$ cat config.mk
export PLATFORM = sky130hd
export DESIGN_NAME = mesh_packet_rx_parser
export DESIGN_NICKNAME = d
export VERILOG_FILES = /design/src/rtl/mpr_pkg.sv /design/src/rtl/mesh_packet_rx_parser.sv /design/src/rtl/mpr_frame.sv /design/src/rtl/mpr_out.sv
export SDC_FILE = /design/constraint.sdc
export NUM_CORES = 1
export LEC_CHECK = 0
export BUFFER_PORTS_ARGS = -buffer_cell sky130_fd_sc_hd__clkbuf_2
export CAP_MARGIN = 20
export CORE_UTILIZATION = 30
export DETAILED_ROUTE_END_ITERATION = 7
export PLACE_DENSITY = 0.57
export REMOVE_ABC_BUFFERS = 1
export SYNTH_ARGS = -nofsm -noshare
export SYNTH_HDL_FRONTEND = slang
export SYNTH_SLANG_ARGS = --single-unit
$ cat constraint.sdc
create_clock -name clock -period 4.3 [get_ports clock]
set_input_delay 0.215 -clock clock [delete_from_list [all_inputs] [get_ports clock]]
set_output_delay 0.215 -clock clock [all_outputs]
set_load 0.05 [all_outputs]
$ cat src/rtl/mpr_pkg.sv
// shared types and constants for the mesh packet receive parser
package mpr_pkg;

   localparam int MAX_PATH_DEFAULT    = 64;
   localparam int MAX_PAYLOAD_DEFAULT = 256;

   localparam int CSR_IDX_W  = 2;
   localparam int CSR_DATA_W = 8;

   localparam logic [CSR_IDX_W-1:0] CSR_NODE_HASH       = 2'd0;
   localparam logic [CSR_IDX_W-1:0] CSR_TRANSPORT_MASK  = 2'd1;
   localparam logic [CSR_IDX_W-1:0] CSR_FLOOD_MASK      = 2'd2;

   localparam logic [7:0] NODE_HASH_RESET      = 8'd0;
   localparam logic [3:0] TRANSPORT_MASK_RESET = 4'd9;
   localparam logic [3:0] FLOOD_MASK_RESET     = 4'd3;

   localparam logic [2:0] ST_OK       = 3'd0;
   localparam logic [2:0] ST_SHORT    = 3'd1;
   localparam logic [2:0] ST_HDRCUT   = 3'd2;
   localparam logic [2:0] ST_PATHLONG = 3'd3;
   localparam logic [2:0] ST_PATHCUT  = 3'd4;
   localparam logic [2:0] ST_PAYLONG  = 3'd5;

   typedef enum logic [5:0] {
      PH_HEADER    = 6'b000001,
      PH_TRANSPORT = 6'b000010,
      PH_PATHLEN   = 6'b000100,
      PH_PATH      = 6'b001000,
      PH_PAYLOAD   = 6'b010000,
      PH_DISCARD   = 6'b100000
   } phase_type;

   typedef struct packed {
      logic [7:0] node_hash;
      logic [3:0] transport_mask;
      logic [3:0] flood_mask;
   } cfg_type;

   typedef struct packed {
      logic [2:0]  status;
      logic [1:0]  route_mode;
      logic [3:0]  body_kind;
      logic [1:0]  version;
      logic [15:0] code_a;
      logic [15:0] code_b;
      logic [7:0]  hop_count;
      logic [8:0]  body_count;
      logic [7:0]  dedup_hash;
      logic        forward;
   } result_type;

endpackage

$ cat src/rtl/mesh_packet_rx_parser.sv
// top level of the mesh packet receive parser
// a frame's result is registered in the result register, or in the skid stage
// while a response waits; throughput: one byte request per cycle while the skid
// stage is empty; the per-byte phase step and hash update sit between the parser state
// registers, and the result register plus skid stage keep bytes flowing while a response waits
// reset: synchronous, active high; parser returns to header phase, csrs to defaults
module mesh_packet_rx_parser
   import mpr_pkg::*;
#(
   parameter int MAX_PATH    = MAX_PATH_DEFAULT,
   parameter int MAX_PAYLOAD = MAX_PAYLOAD_DEFAULT
) (
   input  logic                  clock,
   input  logic                  reset,
   input  logic                  csr_write_enable,
   input  logic [CSR_IDX_W-1:0]  csr_index,
   input  logic [CSR_DATA_W-1:0] csr_data,
   input  logic                  req_valid,
   output logic                  req_stall,
   input  logic [7:0]            req_byte_value,
   input  logic                  req_last_byte,
   output logic                  rsp_valid,
   input  logic                  rsp_stall,
   output logic [2:0]            rsp_status,
   output logic [1:0]            rsp_route_mode,
   output logic [3:0]            rsp_body_kind,
   output logic [1:0]            rsp_version,
   output logic [15:0]           rsp_transport_code_a,
   output logic [15:0]           rsp_transport_code_b,
   output logic [7:0]            rsp_hop_count,
   output logic [8:0]            rsp_body_count,
   output logic [7:0]            rsp_dedup_hash,
   output logic                  rsp_forward
);

   cfg_type    cfg_ff;
   logic       in_fire;
   logic       res_valid;
   result_type res;
   result_type rsp_data;
   logic       skid_full;

   always_ff @(posedge clock) begin
      if (reset) begin
         cfg_ff.node_hash      <= NODE_HASH_RESET;
         cfg_ff.transport_mask <= TRANSPORT_MASK_RESET;
         cfg_ff.flood_mask     <= FLOOD_MASK_RESET;
      end else if (csr_write_enable) begin
         unique case (csr_index)
            CSR_NODE_HASH:      cfg_ff.node_hash      <= csr_data;
            CSR_TRANSPORT_MASK: cfg_ff.transport_mask <= csr_data[3:0];
            CSR_FLOOD_MASK:     cfg_ff.flood_mask     <= csr_data[3:0];
            default: ;
         endcase
      end
   end

   assign req_stall = skid_full;
   assign in_fire   = req_valid && !req_stall;

   mpr_frame #(
      .MAX_PATH    (MAX_PATH),
      .MAX_PAYLOAD (MAX_PAYLOAD)
   ) u_frame (
      .clock     (clock),
      .reset     (reset),
      .cfg       (cfg_ff),
      .in_fire   (in_fire),
      .in_byte   (req_byte_value),
      .in_last   (req_last_byte),
      .res_valid (res_valid),
      .res       (res)
   );

   mpr_out u_out (
      .clock     (clock),
      .reset     (reset),
      .res_valid (res_valid),
      .res       (res),
      .rsp_stall (rsp_stall),
      .rsp_valid (rsp_valid),
      .rsp_data  (rsp_data),
      .skid_full (skid_full)
   );

   assign rsp_status           = rsp_data.status;
   assign rsp_route_mode       = rsp_data.route_mode;
   assign rsp_body_kind        = rsp_data.body_kind;
   assign rsp_version          = rsp_data.version;
   assign rsp_transport_code_a = rsp_data.code_a;
   assign rsp_transport_code_b = rsp_data.code_b;
   assign rsp_hop_count        = rsp_data.hop_count;
   assign rsp_body_count       = rsp_data.body_count;
   assign rsp_dedup_hash       = rsp_data.dedup_hash;
   assign rsp_forward          = rsp_data.forward;

endmodule

$ cat src/rtl/mpr_frame.sv
// per-byte frame parser state and result assembly
module mpr_frame
   import mpr_pkg::*;
#(
   parameter int MAX_PATH    = MAX_PATH_DEFAULT,
   parameter int MAX_PAYLOAD = MAX_PAYLOAD_DEFAULT
) (
   input  logic       clock,
   input  logic       reset,
   input  cfg_type    cfg,
   input  logic       in_fire,
   input  logic [7:0] in_byte,
   input  logic       in_last,
   output logic       res_valid,
   output result_type res
);

   localparam int CW = $clog2(MAX_PAYLOAD + 2);

   phase_type      phase_ff, phase_in, phase_nx;
   logic [7:0]     field_count_ff, field_count_in;
   logic [7:0]     header_ff, header_in;
   logic [7:0]     hop_count_ff, hop_count_in;
   logic [15:0]    code_a_ff, code_a_in;
   logic [15:0]    code_b_ff, code_b_in;
   logic [7:0]     hash_ff, hash_in;
   logic [CW-1:0]  payload_count_ff, payload_count_in;
   logic           own_seen_ff, own_seen_in;
   logic [2:0]     sticky_ff, sticky_in;
   logic [2:0]     status;
   logic [7:0]     mix;

   always_comb begin
      phase_nx         = phase_ff;
      field_count_in   = field_count_ff;
      header_in        = header_ff;
      hop_count_in     = hop_count_ff;
      code_a_in        = code_a_ff;
      code_b_in        = code_b_ff;
      hash_in          = hash_ff;
      payload_count_in = payload_count_ff;
      own_seen_in      = own_seen_ff;
      sticky_in        = sticky_ff;
      status           = ST_OK;
      mix              = hash_ff ^ in_byte;
      unique case (phase_ff)
         PH_TRANSPORT: begin
            case (field_count_ff[1:0])
               2'd0:    code_a_in[7:0]  = in_byte;
               2'd1:    code_a_in[15:8] = in_byte;
               2'd2:    code_b_in[7:0]  = in_byte;
               default: code_b_in[15:8] = in_byte;
            endcase
            field_count_in = field_count_ff + 8'd1;
            if (field_count_ff[1:0] == 2'd3) begin
               phase_nx = PH_PATHLEN;
            end
            status = ST_HDRCUT;
         end
         PH_PATHLEN: begin
            hop_count_in   = in_byte;
            field_count_in = 8'd0;
            if (in_byte > 8'(MAX_PATH)) begin
               sticky_in = ST_PATHLONG;
               phase_nx  = PH_DISCARD;
               status    = ST_PATHLONG;
            end else if (in_byte == 8'd0) begin
               phase_nx = PH_PAYLOAD;
               status   = ST_OK;
            end else begin
               phase_nx = PH_PATH;
               status   = ST_PATHCUT;
            end
         end
         PH_PATH: begin
            if (in_byte == cfg.node_hash) begin
               own_seen_in = 1'b1;
            end
            field_count_in = field_count_ff + 8'd1;
            if (({1'b0, field_count_ff} + 9'd1) >= {1'b0, hop_count_ff}) begin
               phase_nx = PH_PAYLOAD;
               status   = ST_OK;
            end else begin
               status = ST_PATHCUT;
            end
         end
         PH_PAYLOAD: begin
            if (payload_count_ff < CW'(MAX_PAYLOAD)) begin
               hash_in          = {mix[6:0], mix[7]};
               payload_count_in = payload_count_ff + CW'(1);
               status           = sticky_ff;
            end else begin
               payload_count_in = CW'(MAX_PAYLOAD + 1);
               sticky_in        = ST_PAYLONG;
               status           = ST_PAYLONG;
            end
         end
         PH_DISCARD: begin
            status = sticky_ff;
         end
         default: begin
            header_in        = in_byte;
            field_count_in   = 8'd0;
            hop_count_in     = 8'd0;
            code_a_in        = 16'd0;
            code_b_in        = 16'd0;
            hash_in          = {4'd0, in_byte[5:2]};
            payload_count_in = '0;
            own_seen_in      = 1'b0;
            sticky_in        = ST_OK;
            phase_nx         = cfg.transport_mask[in_byte[1:0]] ? PH_TRANSPORT : PH_PATHLEN;
            status           = ST_SHORT;
         end
      endcase
      phase_in = in_last ? PH_HEADER : phase_nx;
   end

   always_ff @(posedge clock) begin
      if (reset) begin
         phase_ff         <= PH_HEADER;
         field_count_ff   <= 8'd0;
         header_ff        <= 8'd0;
         hop_count_ff     <= 8'd0;
         code_a_ff        <= 16'd0;
         code_b_ff        <= 16'd0;
         hash_ff          <= 8'd0;
         payload_count_ff <= '0;
         own_seen_ff      <= 1'b0;
         sticky_ff        <= ST_OK;
      end else if (in_fire) begin
         phase_ff         <= phase_in;
         field_count_ff   <= field_count_in;
         header_ff        <= header_in;
         hop_count_ff     <= hop_count_in;
         code_a_ff        <= code_a_in;
         code_b_ff        <= code_b_in;
         hash_ff          <= hash_in;
         payload_count_ff <= payload_count_in;
         own_seen_ff      <= own_seen_in;
         sticky_ff        <= sticky_in;
      end
   end

   assign res_valid       = in_fire && in_last;
   assign res.status      = status;
   assign res.route_mode  = header_in[1:0];
   assign res.body_kind   = header_in[5:2];
   assign res.version     = header_in[7:6];
   assign res.code_a      = code_a_in;
   assign res.code_b      = code_b_in;
   assign res.hop_count   = hop_count_in;
   assign res.body_count  = 9'(payload_count_in);
   assign res.dedup_hash  = hash_in;
   assign res.forward     = (status == ST_OK) && cfg.flood_mask[header_in[1:0]] && !own_seen_in;

endmodule

$ cat src/rtl/mpr_out.sv
// result register with skid stage towards the response channel
module mpr_out
   import mpr_pkg::*;
(
   input  logic       clock,
   input  logic       reset,
   input  logic       res_valid,
   input  result_type res,
   input  logic       rsp_stall,
   output logic       rsp_valid,
   output result_type rsp_data,
   output logic       skid_full
);

   logic       out_valid_ff;
   logic       skid_valid_ff;
   result_type out_ff;
   result_type skid_ff;
   logic       out_take;

   assign out_take = !out_valid_ff || !rsp_stall;

   always_ff @(posedge clock) begin
      if (reset) begin
         out_valid_ff  <= 1'b0;
         skid_valid_ff <= 1'b0;
      end else if (skid_valid_ff && out_take) begin
         out_valid_ff  <= 1'b1;
         skid_valid_ff <= 1'b0;
      end else if (res_valid) begin
         if (out_take) begin
            out_valid_ff <= 1'b1;
         end else begin
            skid_valid_ff <= 1'b1;
         end
      end else if (out_take) begin
         out_valid_ff <= 1'b0;
      end
   end

   always_ff @(posedge clock) begin
      if (skid_valid_ff && out_take) begin
         out_ff <= skid_ff;
      end else if (res_valid) begin
         if (out_take) begin
            out_ff <= res;
         end else begin
            skid_ff <= res;
         end
      end
   end

   assign rsp_valid = out_valid_ff;
   assign rsp_data  = out_ff;
   assign skid_full = skid_valid_ff;

endmodule
==> results.py <==
metrics = {
    "setup_path": {
        "required_ps": 4660,
        "cp-end-kind": "flop",
        "rr_worst_depth": 7,
        "worst_ep_arrival_time_ps": 3560,
        "critical_path.max_fanout": 15,
        "crit_start": "u_frame.phase_ff[4]$_SDFFE_PP0P_",
        "r2r_slack_ps": 1110,
        "startpoint_type": "flop",
        "r2r-end": "u_out.rsp_data[0]$_DFFE_PP_",
        "path_class": "reg -> reg",
        "r2r-start": "u_frame.phase_ff[4]$_SDFFE_PP0P_",
    },
    "synth": {
        "seq_area_frac_synth": 0.590,
        "yosys.area.top_type": "edfxtp_1",
        "yosys_warnings": 0,
        "synthCells": 926,
        "synth_edf_count": 138,
        "ys_seq_elements": 239,
        "synthTopCellsByArea": "edfxtp_1 40%, dfxtp_1 19%, nor2_1 5.3%, mux2_2 3.8%, a22oi_1 3.6%",
        "syn_area_um2": 10500,
        "ys_types": 62,
        "async_flop_share": 0,
        "syn_avg_cell_area_um2": 11.3,
        "synth_ff_type": "edfxtp_1",
        "yosysTopAreaCellShare": 0.396,
    },
    "global_routing": {
        "grt_overflow": 0,
        "grt_pass1_vias": 6730,
        "grt_max_degree": 74,
        "grt_pass1_wl_um": 39100,
        "grt.total_usage": 0.139,
        "antenna_found_initial": 1,
    },
    "clock_network": {
        "h-tree-depth": 1,
        "cts_resized": 0,
        "cts.path.max_buffers": 3,
        "cts.sinks": 239,
        "cts_root_buf": "clkbuf_16",
        "insertion_delay_ps": 540,
        "cts_tree": "yes",
        "cts_setup_buffers": 0,
        "clk_pin_slew_ps": 60,
        "numCtsBuffers": 27,
    },
    "layout": {
        "drive_above_1_share": 0.195,
        "fin_nets": 1046,
        "final_util": 0.359,
        "fin_cells": 1484,
        "fin_area_um2": 12400,
        "nFillCells": 3403,
        "area_growth_pct": 18.2,
        "antenna-diode-count": 0,
    },
    "min_path": {
        "worstHoldPathType": "in -> reg",
        "whs_path_depth": 2,
        "holdPathEnd": "u_frame.phase_ff[0]$_SDFFE_PP1P_",
        "hold_start": "req_last_byte",
    },
    "pwr": {
        "leakagePower_nw": 4.81,
        "max-vdd-ir-drop_mv": 0.259,
        "pwr_density_cell_nw_per_um2": 418,
        "power_mw": 5.17,
    },
    "floorplanning": {
        "die-area_um2": 35600,
        "die_w_um": 189,
        "start_util": 0.303,
        "die_h_um": 189,
        "coreArea_um2": 34500,
        "rows": 68,
        "top_level_ports": 95,
    },
    "routing": {
        "wl_um": 24900,
        "wl_per_cell_um": 16.8,
        "ant_nets": 0,
        "drt_iter0_markers": 540,
        "drc": 0,
        "drtPass1Iterations": 5,
        "vias": 7252,
        "vias_per_cell": 4.89,
    },
    "sta": {
        "worst_pin_slew_ps": 992,
        "setup_tns_ps": 0,
        "holdWs_ps": 68.2,
        "slew_headroom": 0.334,
        "setup_viol": 0,
        "final_max_slew_viol_count": 0,
        "post-route-period-util": 0.743,
        "setup_slack_ps": 1110,
        "grt_setup_unrepaired": "no",
        "hold_viol": 0,
        "final.min_clock_period_ps": 3190,
        "fmax_ghz": 0.313,
        "skew_ps": 21.0,
    },
    "placement": {
        "placed_area_um2": 11400,
        "dpl.cell_count": 1425,
        "dp_hpwl_um": 16000,
        "numPortBuffers": 94,
        "post-place-ws_ps": 1170,
        "gp_congestion": 0.893,
    },
    "run": {
        "drv_cap": 0,
    },
    "status": {
        "status": "completed",
    },
}
routing by layer:
layer / track usage / part of all wire
met1: 0.198 / 0.48
met4: 0.0347 / 0.024
met5: 0 / 0.00052
met2: 0.213 / 0.45
met3: 0.0272 / 0.053
flip-flops by register name, indices dropped and copies added (netlist names), 3 cells and up:
signal	flops
u_frame.code_b_ff	16
u_frame.phase_ff	6
u_frame.code_a_ff	16
u_frame.header_ff	8
u_frame.field_count_ff	8
u_frame.sticky_ff	3
cfg_ff	16
u_frame.hash_ff	8
u_frame.payload_count_ff	9
u_frame.hop_count_ff	8
u_out.skid_ff	69
u_out.rsp_data	69
worst max-delay path by stage:
stage,slack [ps],endpoint,depth (start not counted)
5_1_grt,890,u_out.rsp_data[0]$_DFFE_PP_,7
4_1_cts,1110,u_out.rsp_data[0]$_DFFE_PP_,7
3_3_place_gp,1300,u_out.rsp_data[0]$_DFFE_PP_,7
2_1_floorplan,-2370,u_out.skid_ff[0]$_DFFE_PP_,3
6_report,1110,u_out.rsp_data[0]$_DFFE_PP_,7
3_5_place_dp,1170,u_out.rsp_data[0]$_DFFE_PP_,7
layout make-up:
cell class,instances,area (um^2),area share
well taps,455,569,0.0460
repair buffers,114,678,0.0549
inverters,53,200,0.0162
clock buffers,40,774,0.0626
multi-input cells,573,3870,0.313
clock inverters,10,106,0.00860
flip-flops and latches,239,6170,0.499
where the power goes:
| part | leakage, nW | total [mW] | internal [mW] | switching, mW |
|---|---|---|---|---|
| sequential | 2.09 | 2.51 | 2.47 | 0.0368 |
| clock | 0.435 | 2.27 | 1.36 | 0.907 |
| combinational | 2.29 | 0.386 | 0.106 | 0.280 |
cells in the final DEF (no fill, tap or decap), drive strengths merged, types with 7 or more instances in the layout:
cell type,n
edfxtp,138
nand2,25
a21oi,59
a22oi,50
dlygate4sd3,8
nand3,10
xor2,20
inv,55
clkbuf,133
mux2,35
o21a,10
and3,7
a211oi,36
a22o,32
dfxtp,101
nor3,13
nand2b,7
nor2,150
ha,14
o21ai,17
mux2i,20
buf,13
xnor2,9
cells in the mapped netlist (3+ instances only):
master	number
dfxtp_1	101
xnor2_1	9
o21ai_1	5
and3_1	6
nand2b_1	7
a22o_1	32
a211oi_1	35
inv_1	51
nor3_2	3
a22oi_1	50
buf_2	10
a2bb2oi_1	4
mux2i_1	19
nand2_1	25
ha_1	14
nor2_1	148
o21a_1	10
a21oi_1	59
xor2_1	20
nand3_1	10
and2_1	5
a221oi_1	4
clkbuf_1	44
nor4_1	4
nor3_1	10
or3_1	3
o21ai_0	12
edfxtp_1	138
nand3b_1	6
buf_1	4
mux2_2	35
a211o_1	6
logic make-up after synthesis:
kind of cell | Yosys count | share of synthesized area
adders and majority gates | 14 | 0.0168
DFF | 239 | 0.590
xor gates and xnor gates | 29 | 0.0243
buffers and inverters | 114 | 0.0437
AOI/OAI and AO/OA | 233 | 0.161
and+or+nand+nor | 241 | 0.106
muxes | 56 | 0.0593
critical path, cell delays in order, from the launching register on:
cell and delay [ps]:
dfxtp_1 660, nor3_1 150, and3_4 230, a2111oi_4 810, mux2i_2 500, a21oi_1 140
a211o_1 350, o31ai_2 180
timing repair:
item / 4_1_cts / 5_1_grt
hold buffers: 8 / 0
hold endpoints to repair: 11 / 0
endpoints found under the setup margin: 0 / 0
(Power assumes the default switching activity.)
